## src/rtl/core/assert_macros.svh

```systemverilog
// Assertion helpers shared by the RTL. Each check is clocked on clk and
// held off while rst_n is low.
`ifndef ASSERT_MACROS_SVH
`define ASSERT_MACROS_SVH
`ifndef NO_ASSERTIONS
`define SCS_ASSERT_SAME(label, ante, cons) \
  label: assert property (@(posedge clk) disable iff (!rst_n) (ante) |-> (cons)) \
    else $error("same-cycle check failed");
`define SCS_ASSERT_NEXT(label, ante, cons) \
  label: assert property (@(posedge clk) disable iff (!rst_n) (ante) |=> (cons)) \
    else $error("next-cycle check failed");
`else
`define SCS_ASSERT_SAME(label, ante, cons)
`define SCS_ASSERT_NEXT(label, ante, cons)
`endif
`endif

```

## src/rtl/core/scs_pkg.sv

```systemverilog
`timescale 1ns / 1ps
package scs_pkg;

  localparam int MAX_LINE_CHARS = 1024;
  localparam int POS_W          = 11;
  localparam int IDX_W          = 10;
  localparam int LINE_W         = 16;
  localparam int CHAR_W         = 8;
  localparam int DEPTH_W        = 16;

  localparam logic [POS_W-1:0] POS_NONE = '1;
  localparam logic signed [DEPTH_W-1:0] DEPTH_MAX = 16'sh7FFF;
  localparam logic signed [DEPTH_W-1:0] DEPTH_MIN = 16'sh8000;

  localparam logic [CHAR_W-1:0] CH_SLASH = 8'h2F;
  localparam logic [CHAR_W-1:0] CH_STAR  = 8'h2A;
  localparam logic [CHAR_W-1:0] CH_HASH  = 8'h23;
  localparam logic [CHAR_W-1:0] CH_SPACE = 8'h20;
  localparam logic [CHAR_W-1:0] CH_TAB   = 8'h09;

  // Configuration register indexes.
  localparam logic [1:0] CFG_MIN_CHARS    = 2'd0;
  localparam logic [1:0] CFG_SKIP_PREPROC = 2'd1;

  typedef struct packed {
    logic [POS_W-1:0] min_chars;
    logic             skip_preproc;
  } scs_cfg_t;

  // Per-line scan state plus the block-comment depth carried across lines.
  typedef struct packed {
    logic signed [DEPTH_W-1:0] depth;
    logic                      prev_star;
    logic [POS_W-1:0]          text_pos;
    logic                      prev_slash;
    logic                      cut_found;
    logic [POS_W-1:0]          cut_pos;
    logic [POS_W-1:0]          first_nb;
    logic [POS_W-1:0]          last_nb;
    logic [POS_W-1:0]          last_nb_before;
    logic                      lead_hash;
  } scs_line_t;

  typedef struct packed {
    logic [CHAR_W-1:0] out_char;
    logic              in_text;
    logic [IDX_W-1:0]  text_index;
    logic              line_end;
    logic              line_kept;
    logic [POS_W-1:0]  cleaned_length;
    logic [POS_W-1:0]  trimmed_length;
    logic [LINE_W-1:0] line_number;
  } scs_res_t;

  typedef struct packed {
    scs_line_t st;
    scs_res_t  res;
  } scs_step_t;

  // Results handed to the output queue for one input beat.
  typedef struct packed {
    logic [1:0] cnt;
    scs_res_t   r0;
    scs_res_t   r1;
  } scs_push_t;

  function automatic scs_line_t scs_clear(logic signed [DEPTH_W-1:0] depth);
    scs_line_t s;
    s          = '0;
    s.depth    = depth;
    s.first_nb = POS_NONE;
    return s;
  endfunction

  // One byte through the comment scanner: nv/n give the next byte of the line.
  function automatic scs_step_t scs_process(scs_line_t st, logic [CHAR_W-1:0] c,
                                            logic nv, logic [CHAR_W-1:0] n);
    scs_step_t        r;
    logic             kept;
    logic [POS_W-1:0] k;
    logic [POS_W-1:0] k_prev;
    r      = '0;
    r.st   = st;
    k      = st.text_pos;
    k_prev = k - POS_W'(1);
    if (c == CH_SLASH && nv && n == CH_STAR && st.depth != DEPTH_MAX) begin
      r.st.depth = st.depth + 16'sd1;
    end
    kept = (r.st.depth <= 16'sd0) && (k < POS_W'(MAX_LINE_CHARS));
    if (kept) begin
      if (!st.cut_found) begin
        if (c == CH_SLASH && st.prev_slash) begin
          r.st.cut_found = 1'b1;
          r.st.cut_pos   = k_prev;
          r.st.last_nb   = st.last_nb_before;
          if (st.first_nb == k_prev) begin
            r.st.first_nb  = POS_NONE;
            r.st.lead_hash = 1'b0;
          end
        end else begin
          if (c != CH_SPACE && c != CH_TAB) begin
            if (st.first_nb == POS_NONE) begin
              r.st.first_nb  = k;
              r.st.lead_hash = (c == CH_HASH);
            end
            r.st.last_nb_before = st.last_nb;
            r.st.last_nb        = k;
          end
          r.st.prev_slash = (c == CH_SLASH);
        end
      end
      r.st.text_pos = k + POS_W'(1);
    end
    if (st.prev_star && c == CH_SLASH && r.st.depth != DEPTH_MIN) begin
      r.st.depth = r.st.depth - 16'sd1;
    end
    r.st.prev_star    = (c == CH_STAR);
    r.res.out_char    = c;
    r.res.in_text     = kept;
    r.res.text_index  = kept ? k[IDX_W-1:0] : '0;
    return r;
  endfunction

  // Adds the line verdict to the result of the last byte of a line.
  function automatic scs_res_t scs_verdict(scs_step_t s, scs_cfg_t cfg);
    scs_res_t         r;
    logic [POS_W-1:0] trimmed;
    r = s.res;
    if (s.st.first_nb == POS_NONE) begin
      trimmed = '0;
    end else begin
      trimmed = s.st.last_nb - s.st.first_nb + POS_W'(1);
    end
    r.line_end       = 1'b1;
    r.cleaned_length = s.st.cut_found ? s.st.cut_pos : s.st.text_pos;
    r.trimmed_length = trimmed;
    r.line_kept      = !(cfg.skip_preproc && s.st.lead_hash) && (trimmed >= cfg.min_chars);
    return r;
  endfunction

endpackage

```

## src/rtl/core/scs_filter.sv

```systemverilog
`timescale 1ns / 1ps
module scs_filter (
  input  logic                       clk,
  input  logic                       rst_n,
  input  scs_pkg::scs_cfg_t          cfg,
  input  logic                       beat,
  input  logic [scs_pkg::CHAR_W-1:0] char_code,
  input  logic                       last_in_line,
  output scs_pkg::scs_push_t         push
);
  import scs_pkg::*;

  scs_line_t         line_r, line_nxt;
  logic [CHAR_W-1:0] held_char_r, held_char_nxt;
  logic              held_valid_r, held_valid_nxt;
  logic [LINE_W-1:0] line_cnt_r, line_cnt_nxt;

  scs_step_t step_a, step_b;
  scs_line_t mid;
  scs_res_t  res_a, res_b;

  // The held byte is finished with the incoming byte as lookahead, then the
  // incoming byte itself if it closes the line.
  always_comb begin
    step_a = scs_process(line_r, held_char_r, 1'b1, char_code);
    mid    = held_valid_r ? step_a.st : line_r;
    step_b = scs_process(mid, char_code, 1'b0, '0);
    res_a  = step_a.res;
    res_a.line_number = line_cnt_r;
    res_b  = scs_verdict(step_b, cfg);
    res_b.line_number = line_cnt_r;

    push.cnt = beat ? ({1'b0, held_valid_r} + {1'b0, last_in_line}) : 2'd0;
    push.r0  = held_valid_r ? res_a : res_b;
    push.r1  = res_b;

    line_nxt       = line_r;
    held_char_nxt  = held_char_r;
    held_valid_nxt = held_valid_r;
    line_cnt_nxt   = line_cnt_r;
    if (beat) begin
      if (last_in_line) begin
        line_nxt       = scs_clear(step_b.st.depth);
        held_valid_nxt = 1'b0;
        line_cnt_nxt   = line_cnt_r + LINE_W'(1);
      end else begin
        line_nxt       = mid;
        held_char_nxt  = char_code;
        held_valid_nxt = 1'b1;
      end
    end
  end

  always_ff @(posedge clk) begin
    if (!rst_n) begin
      line_r       <= scs_clear('0);
      held_valid_r <= 1'b0;
      line_cnt_r   <= '0;
    end else begin
      line_r       <= line_nxt;
      held_valid_r <= held_valid_nxt;
      line_cnt_r   <= line_cnt_nxt;
    end
  end

  always_ff @(posedge clk) begin
    held_char_r <= held_char_nxt;
  end

endmodule

```

## src/rtl/core/scs_out_queue.sv

```systemverilog
`timescale 1ns / 1ps
module scs_out_queue (
  input  logic               clk,
  input  logic               rst_n,
  input  scs_pkg::scs_push_t push,
  output logic               room,
  output logic               out_valid,
  input  logic               out_ready,
  output scs_pkg::scs_res_t  head
);
  import scs_pkg::*;

  localparam int OQ_DEPTH = 4;
  localparam int CNT_W    = $clog2(OQ_DEPTH + 1);

  scs_res_t         slot_r   [OQ_DEPTH];
  scs_res_t         slot_nxt [OQ_DEPTH];
  logic [CNT_W-1:0] count_r, count_nxt;
  logic [CNT_W-1:0] base;
  logic             pop;

  assign out_valid = (count_r != '0);
  assign head      = slot_r[0];
  assign pop       = out_valid && out_ready;
  // Space for the two results a closing beat can bring.
  assign room      = (count_r <= CNT_W'(OQ_DEPTH - 2));

  // Shift toward the head on a pop, then append behind the survivors.
  always_comb begin
    base = count_r - CNT_W'(pop);
    for (int i = 0; i < OQ_DEPTH; i++) begin
      if (pop && i < OQ_DEPTH - 1) begin
        slot_nxt[i] = slot_r[i + 1];
      end else begin
        slot_nxt[i] = slot_r[i];
      end
      if (push.cnt != 2'd0 && CNT_W'(i) == base) begin
        slot_nxt[i] = push.r0;
      end
      if (push.cnt == 2'd2 && CNT_W'(i) == base + CNT_W'(1)) begin
        slot_nxt[i] = push.r1;
      end
    end
    count_nxt = base + CNT_W'(push.cnt);
  end

  always_ff @(posedge clk) begin
    if (!rst_n) begin
      count_r <= '0;
    end else begin
      count_r <= count_nxt;
    end
  end

  always_ff @(posedge clk) begin
    for (int i = 0; i < OQ_DEPTH; i++) begin
      slot_r[i] <= slot_nxt[i];
    end
  end

endmodule

```

## src/rtl/core/source_comment_strip_line_filter_core.sv

```systemverilog
`timescale 1ns / 1ps
// A result is registered in the output queue: a byte that is not last in its
// line is pushed on the beat of the next byte of its line; a line-closing byte
// is pushed on its own beat, behind the held byte when one goes first.
// Throughput: one input beat and one result beat per cycle; input stalls
// while more than two results wait. Reset (rst_n low, synchronous) empties the
// queue, clears depth, line state and line counter, loads min_chars 3, skip 0.
`include "assert_macros.svh"
module source_comment_strip_line_filter_core (
  input  logic                       clk,
  input  logic                       rst_n,
  // Input byte channel.
  input  logic                       in_valid,
  output logic                       in_ready,
  input  logic [scs_pkg::CHAR_W-1:0] in_char_code,
  input  logic                       in_last_in_line,
  // Result channel.
  output logic                       out_valid,
  input  logic                       out_ready,
  output logic [scs_pkg::CHAR_W-1:0] out_char,
  output logic                       out_in_text,
  output logic [scs_pkg::IDX_W-1:0]  out_text_index,
  output logic                       out_line_end,
  output logic                       out_line_kept,
  output logic [scs_pkg::POS_W-1:0]  out_cleaned_length,
  output logic [scs_pkg::POS_W-1:0]  out_trimmed_length,
  output logic [scs_pkg::LINE_W-1:0] out_line_number,
  // Configuration write channel.
  input  logic                       cfg_valid,
  output logic                       cfg_ready,
  input  logic [1:0]                 cfg_index,
  input  logic [scs_pkg::POS_W-1:0]  cfg_data
);
  import scs_pkg::*;

  scs_cfg_t  cfg_r, cfg_nxt;
  scs_push_t push;
  scs_res_t  head;
  logic      room;
  logic      in_beat;

  // Configuration is always taken; writes to unknown indexes are dropped.
  assign cfg_ready = 1'b1;

  always_comb begin
    cfg_nxt = cfg_r;
    if (cfg_valid && cfg_ready) begin
      case (cfg_index)
        CFG_MIN_CHARS:    cfg_nxt.min_chars    = cfg_data;
        CFG_SKIP_PREPROC: cfg_nxt.skip_preproc = cfg_data[0];
        default:          cfg_nxt = cfg_r;
      endcase
    end
  end

  always_ff @(posedge clk) begin
    if (!rst_n) begin
      cfg_r.min_chars    <= POS_W'(3);
      cfg_r.skip_preproc <= 1'b0;
    end else begin
      cfg_r <= cfg_nxt;
    end
  end

  // A byte is taken whenever the queue has space for two results, so the
  // scanner keeps going while an earlier result waits on out_ready.
  assign in_ready = room;
  assign in_beat  = in_valid && in_ready;

  // Scanner: holds one byte of lookahead for the comment-open test and
  // carries the block-comment depth and the per-line verdict state.
  scs_filter u_filter (
    .clk          (clk),
    .rst_n        (rst_n),
    .cfg          (cfg_r),
    .beat         (in_beat),
    .char_code    (in_char_code),
    .last_in_line (in_last_in_line),
    .push         (push)
  );

  // Result queue: registered output, decouples the two handshakes.
  scs_out_queue u_queue (
    .clk       (clk),
    .rst_n     (rst_n),
    .push      (push),
    .room      (room),
    .out_valid (out_valid),
    .out_ready (out_ready),
    .head      (head)
  );

  assign out_char           = head.out_char;
  assign out_in_text        = head.in_text;
  assign out_text_index     = head.text_index;
  assign out_line_end       = head.line_end;
  assign out_line_kept      = head.line_kept;
  assign out_cleaned_length = head.cleaned_length;
  assign out_trimmed_length = head.trimmed_length;
  assign out_line_number    = head.line_number;

  // Verdict fields are only nonzero on the closing beat of a line.
  `SCS_ASSERT_SAME(a_verdict_only_at_end, out_valid && !out_line_end, !out_line_kept && out_cleaned_length == '0 && out_trimmed_length == '0)
  // Trimming can never lengthen the cleaned text.
  `SCS_ASSERT_SAME(a_trim_within_clean, out_valid && out_line_end, out_trimmed_length <= out_cleaned_length)
  // Bytes removed by comment stripping carry no text position.
  `SCS_ASSERT_SAME(a_index_only_in_text, out_valid && !out_in_text, out_text_index == '0)
  // A line-closing byte always leaves a result waiting in the queue.
  `SCS_ASSERT_NEXT(a_line_end_queued, in_valid && in_ready && in_last_in_line, out_valid)

endmodule

```

## config.mk

```make
export PLATFORM = sky130hd
export DESIGN_NAME = source_comment_strip_line_filter_core
export DESIGN_NICKNAME = d
export VERILOG_FILES = /design/src/rtl/core/scs_pkg.sv /design/src/rtl/core/scs_filter.sv /design/src/rtl/core/scs_out_queue.sv /design/src/rtl/core/source_comment_strip_line_filter_core.sv
export VERILOG_INCLUDE_DIRS = /design/src /design/src/rtl/core
export SDC_FILE = /design/constraint.sdc
export NUM_CORES = 1
export LEC_CHECK = 0
export BUFFER_PORTS_ARGS = -buffer_cell sky130_fd_sc_hd__buf_2
export CORE_MARGIN = 10
export CORE_UTILIZATION = 41
export DETAILED_ROUTE_END_ITERATION = 12
export SLEW_MARGIN = 20
export SYNTH_ARGS = -nofsm -noshare
export SYNTH_HDL_FRONTEND = slang
export SYNTH_HIERARCHICAL = 1
export SYNTH_SLANG_ARGS = --single-unit
```

## constraint.sdc

```tcl
create_clock -name clk -period 31.4 [get_ports clk]
set_clock_uncertainty 0.05 [all_clocks]
set_input_delay 6.28 -clock clk [delete_from_list [all_inputs] [get_ports clk]]
set_output_delay 6.28 -clock clk [all_outputs]
set_load 0.05 [all_outputs]
```

Word level (Yosys, flattened, before mapping):

Memory sizes are Yosys's and may differ from the RTL's.
Cells that the tools add are included.

* register bits: 115
* bits in writable memories: 236
* bits of input ports: 27
* output and inout port bits: 62
* logic and storage cells: 145
* memories kept: 1

* $add $sub $neg: 14
* $lt $le $gt $ge: 6
* equality and inequality tests: 26
* mux-type cells: 47
* bitwise gates (word level): 1
* reductions and logical operators: 34

Memory list
* u_queue.slot_r: words 4, bits a word 59, rd ports 4, clocked after Yosys merged registers in 0, write ports 4, line scs_out_queue.sv:16 `scs_res_t slot_r [OQ_DEPTH];`

Operators by type and width (number)
* 59-bit 2-to-1 mux: 12
* 75-bit 2-to-1 mux: 2
* 58-bit 2-to-1 mux: 2
* 47-bit 2-to-1 mux: 2
* 11-bit 2-to-1 mux: 8
* 34-bit 2-to-1 mux: 2
* 8-bit by 6-bit equality test with 1-bit output (second input constant): 6
* 16-bit 2-to-1 mux: 3
* 16-bit != test (second input constant): 3
* 22-bit 2-to-1 mux: 2
* 11-bit by 1-bit adder with 11-bit output (second input constant): 3
* 11-bit equality test (second input constant): 3
* 16-bit by 1-bit <= comparator with 1-bit output (second input constant): 2
* 16-bit by 2-bit subtractor with 16-bit output (second input constant): 2
* 1-bit logical AND: 24
* 12-bit 2-to-1 mux: 2
* 11-bit equality test: 2
* 11-bit less-than comparator (second input constant): 2
* 11-bit by 1-bit subtractor with 11-bit output (second input constant): 2
* 10-bit 2-to-1 mux: 2
* 16-bit by 1-bit adder with 16-bit output (second input constant): 1
* 16-bit by 2-bit adder with 16-bit output (second input constant): 1
* 8-bit by 4-bit != test with 1-bit output (second input constant): 2
* 8-bit by 6-bit != test with 1-bit output (second input constant): 2
* other kinds (20): 36

Depth between registers and ports, before layout:

* depth after elaboration: 22
* gate-level depth with buffers: 51
* depth with buffers taken out: 47

Modules after synthesis:

Netlist, hierarchy kept.

By module, submodules not included
* scs_out_queue: times used 1, cells each 1271, area an instance 13390.3 sq um, seq. area each 7146.9 sq um
* scs_filter: times used 1, cells each 1388, area an instance 10421.2 sq um, seq. area each 2082.0 sq um
* source_comment_strip_line_filter_core: times used 1, cells each 56, area an instance 525.5 sq um, seq. area each 240.2 sq um

Worst setup path before layout:

No wires, ideal clock.

* path kind: input-to-reg
* start: input port in_char_code[2] (netlist name)
* end: memory u_queue/slot_r[1][38] (netlist name) (data pin)
* library setup time: 152 ps
* arrival time: 15541 ps
* required time: 31198 ps
* setup slack: 15657 ps
* cell stages on the path: 47
* path buffers: 4
* cell sequence: nor4_2 -> nand4_4 -> a21oi_2 -> mux2i_1 -> ha_1 -> nand3_1 -> mux2i_1 -> clkbuf_1 -> nand2_1 -> o31ai_1 -> buf_2 -> nand2b_1 -> inv_1 -> ha_1 -> nand2_1 -> a21boi_0 -> clkbuf_1 -> ha_1 -> (+11 left out) -> a21o_1 -> a21oi_1 -> o21ai_0 -> a21oi_1 -> nor2b_1 -> o21a_1 -> o21ai_0 -> nand2b_1 -> a21oi_1 -> xor2_1 -> xnor3_1 -> nor2_1 -> ha_1 -> o22ai_1 -> a211oi_1 -> inv_1 -> or4_1 -> a31oi_1

RTL lines
* start, declared: line source_comment_strip_line_filter_core.sv:15 `input logic [scs_pkg::CHAR_W-1:0] in_char_code,`
* end, declared: line scs_out_queue.sv:16

==> flow_summary.ini <==
[synthesis]
yosysSeqAreaShare_pct = 38.9
synthesis.nets = 2788
synthesis.area_um2 = 24300
synth_cell_types = 114
synthCells = 2715
syn_area_per_cell_um2 = 8.96
yosys_warnings = 6
async_reset_ff_share_pct = 0
yosys_register_bits = 351
synth_edf_count = 244
synth_top_flop_cell = edfxtp_1

[cells_and_area]
areaGrowthSynthToFinish_pct = 7.77
regArea_um2 = 9470
final_common_cell = edfxtp_1
fillers = 5677
drive_above_1_share_pct = 13.2
fin_area_um2 = 26200
fin_nets = 2679
multiInputGateArea_um2 = 13100
n_antenna_cell = 0
final_cell_mix = edfxtp_1, nor3_1, a31oi_1

[placement]
placed_cell_area_um2 = 24800
gp_congestion = 0.962
port_buffers = 87
place_hpwl_um = 51400

[cts]
clk_latency_ns = 0.58
clock-sinks = 351
cts_buffers = 43
cts_setup_buffers = 0
cts_tree = done
htreeDepth = 2
cts_resized = 0
hold_buffers = 0
clockBufferDepth = 3
root_buffer = clkbuf_16
path_clk_slew_ns = 0.06

[sta]
fin_tns_setup_ns = 0
max_freq_mhz = 60.3
rsz0062_at_grt = no
finalHoldViolCount = 0
slew_headroom_pct = 29.7
slew_viol_final = 0
finalSetupViolCount = 0
finalCritPeriodShare_pct = 52.8
worstMarginPinSlew_ns = 1.06
hold_ws_ns = 0.405
fin_crit_ns = 16.58

[routing]
routed_wl_um = 82600
drtAntennaViolNets = 0
vias = 22100
dr.pass1.iters = 6
drc_errors = 0
drtIter0Drc = 2382
wl_per_cell_um = 24.2
routed_via_density = 6.48

[power_and_ir_drop]
power.leakage_uw = 0.00866
p_switching_uw = 1200
internal_power_uw = 1260
power.density_nw_per_um2 = 94.0
irDropWorstVdd_mv = 0.249
pwr-share-clk_pct = 20.1
p_seq_share_pct = 29.1
combinationalPowerShare_pct = 50.8
p_sw_share_pct = 48.9

[setup_path]
required_ns = 31.76
crit_top_cell = ha_1
crit_type = in2reg
crit_slowest_cell = or4_1
startpoint_type = input port
r2r_cells = 47
arrival_ns = 16.94
slowest_delay_ns = 0.53
cp-end-kind = flop
path_max_fanout = 12

[worst_hold_path]
hold_depth = 2
hold_class = reg2reg

[global_route]
grt_usage_pct = 22.7
grt_pass1_wl_um = 128000
grt_start_max_net_pins = 229
grt_overflow = 0
first_global_vias = 21300
antenna_found_initial = 2

[die]
rows = 89
dieArea_um2 = 69500
coreArea_um2 = 58900
start_util_pct = 41.3
pin_count = 89
die_x_um = 264
die_h_um = 264

[flow_run]
cap_violations = 0

[status]
status = finished clean
==> layer usage <==
layer	up-vias	GRT usage [%]	share of wire, %
li1	10100	-	-
met1	10900	29.7	42
met2	999	37.5	48
met3	159	3.34	7.5
met4	2	8.25	3.1
met5	-	0	0.015
==> worst paths after layout <==
kind | start | end | slack, ns
max reg2reg | u_filter/line_r[59] | u_queue/slot_r[1][38] | 19.94
min | cfg_r[8] | cfg_r[8] | 0.41
max | in_char_code[2] | u_queue/slot_r[1][38] | 14.82
min reg2reg | cfg_r[8] | cfg_r[8] | 0.41
==> Yosys cell counts, types with 47 or more instances <==
cell,instances,area (um2)
nand2_1,159,597
nand3_1,107,536
nor2_1,114,428
mux2_2,72,811
a31oi_1,194,1210
edfxtp_1,244,7330
and2_1,57,357
nor3_1,218,1090
or4_1,124,931
clkbuf_1,191,717
a21oi_1,71,355
o21ai_0,125,626
inv_1,107,402
xnor2_1,68,596
nor2b_1,47,294
o31ai_1,128,961
dfxtp_1,107,2140
==> logic make-up (layout without fill, tap and decap cells) <==
logic type | Yosys count | count (layout) | share of synthesized area [%]
flip-flops | 351 | 351 | 38.9
XOR/XNOR | 114 | 114 | 4.28
multiplexers | 111 | 111 | 4.95
buffers and inverters | 404 | 329 | 7.33
AND/OR/NAND/NOR | 981 | 981 | 22.4
adder cells (fa/ha/maj) | 47 | 47 | 2.47
AO/OA/AOI/OAI | 705 | 705 | 19.6
other | 2 | 2 | 0.0309
==> registers in the layout (all words and copies together) (netlist names) <==
signal / count
u_queue/slot_r: 236
cfg_r: 12
u_filter/line_r: 75
u_filter/held_char_r: 8
u_filter/held_valid_r: 1
u_queue/count_r: 3
u_filter/line_cnt_r: 16
==> area by class of cell <==
cell class                      instances  share of cell area (%)
Tap cell                              773                    3.69
Clock inverter                         19                   0.758
Timing Repair Buffer                  140                    3.25
Sequential cell                       351                    36.1
Inverter                              110                    1.57
Multi-Input combinational cell       1960                    50.1
Clock buffer                           60                    4.50
==> per-stage QoR <==
stage                     setup slack, ns  instances  total power, uW  utilization (%)
after floorplan                     15.66       2715             1630                -
after global placement              14.65       3334             1940             42.2
after detailed placement            14.46       3334             1960             42.2
after CTS                           14.97       3413             2460             44.5
after global routing                13.85       3413             2590             44.5
final                               14.82       3413             2460             44.5
==> worst max-delay path, delay by kind of cell <==
| kind | cells | cell delay [ns] |
|---|---|---|
| compound gates | 17 | 3.98 |
| simple gates | 14 | 3.03 |
| fa+ha+maj | 6 | 1.61 |
| buf+inv | 6 | 0.99 |
| xor+xnor | 2 | 0.59 |
| mux | 2 | 0.45 |
==> power by group through the flow <==
stage	logic (uW)	registers, uW	clock network, uW
2_1_floorplan	758	875	0
3_5_place_dp	1230	727	0
4_1_cts	1240	718	503
6_report	1250	717	495
3_3_place_gp	1220	722	0
5_1_grt	1340	726	520
(Power assumes the default switching activity.)
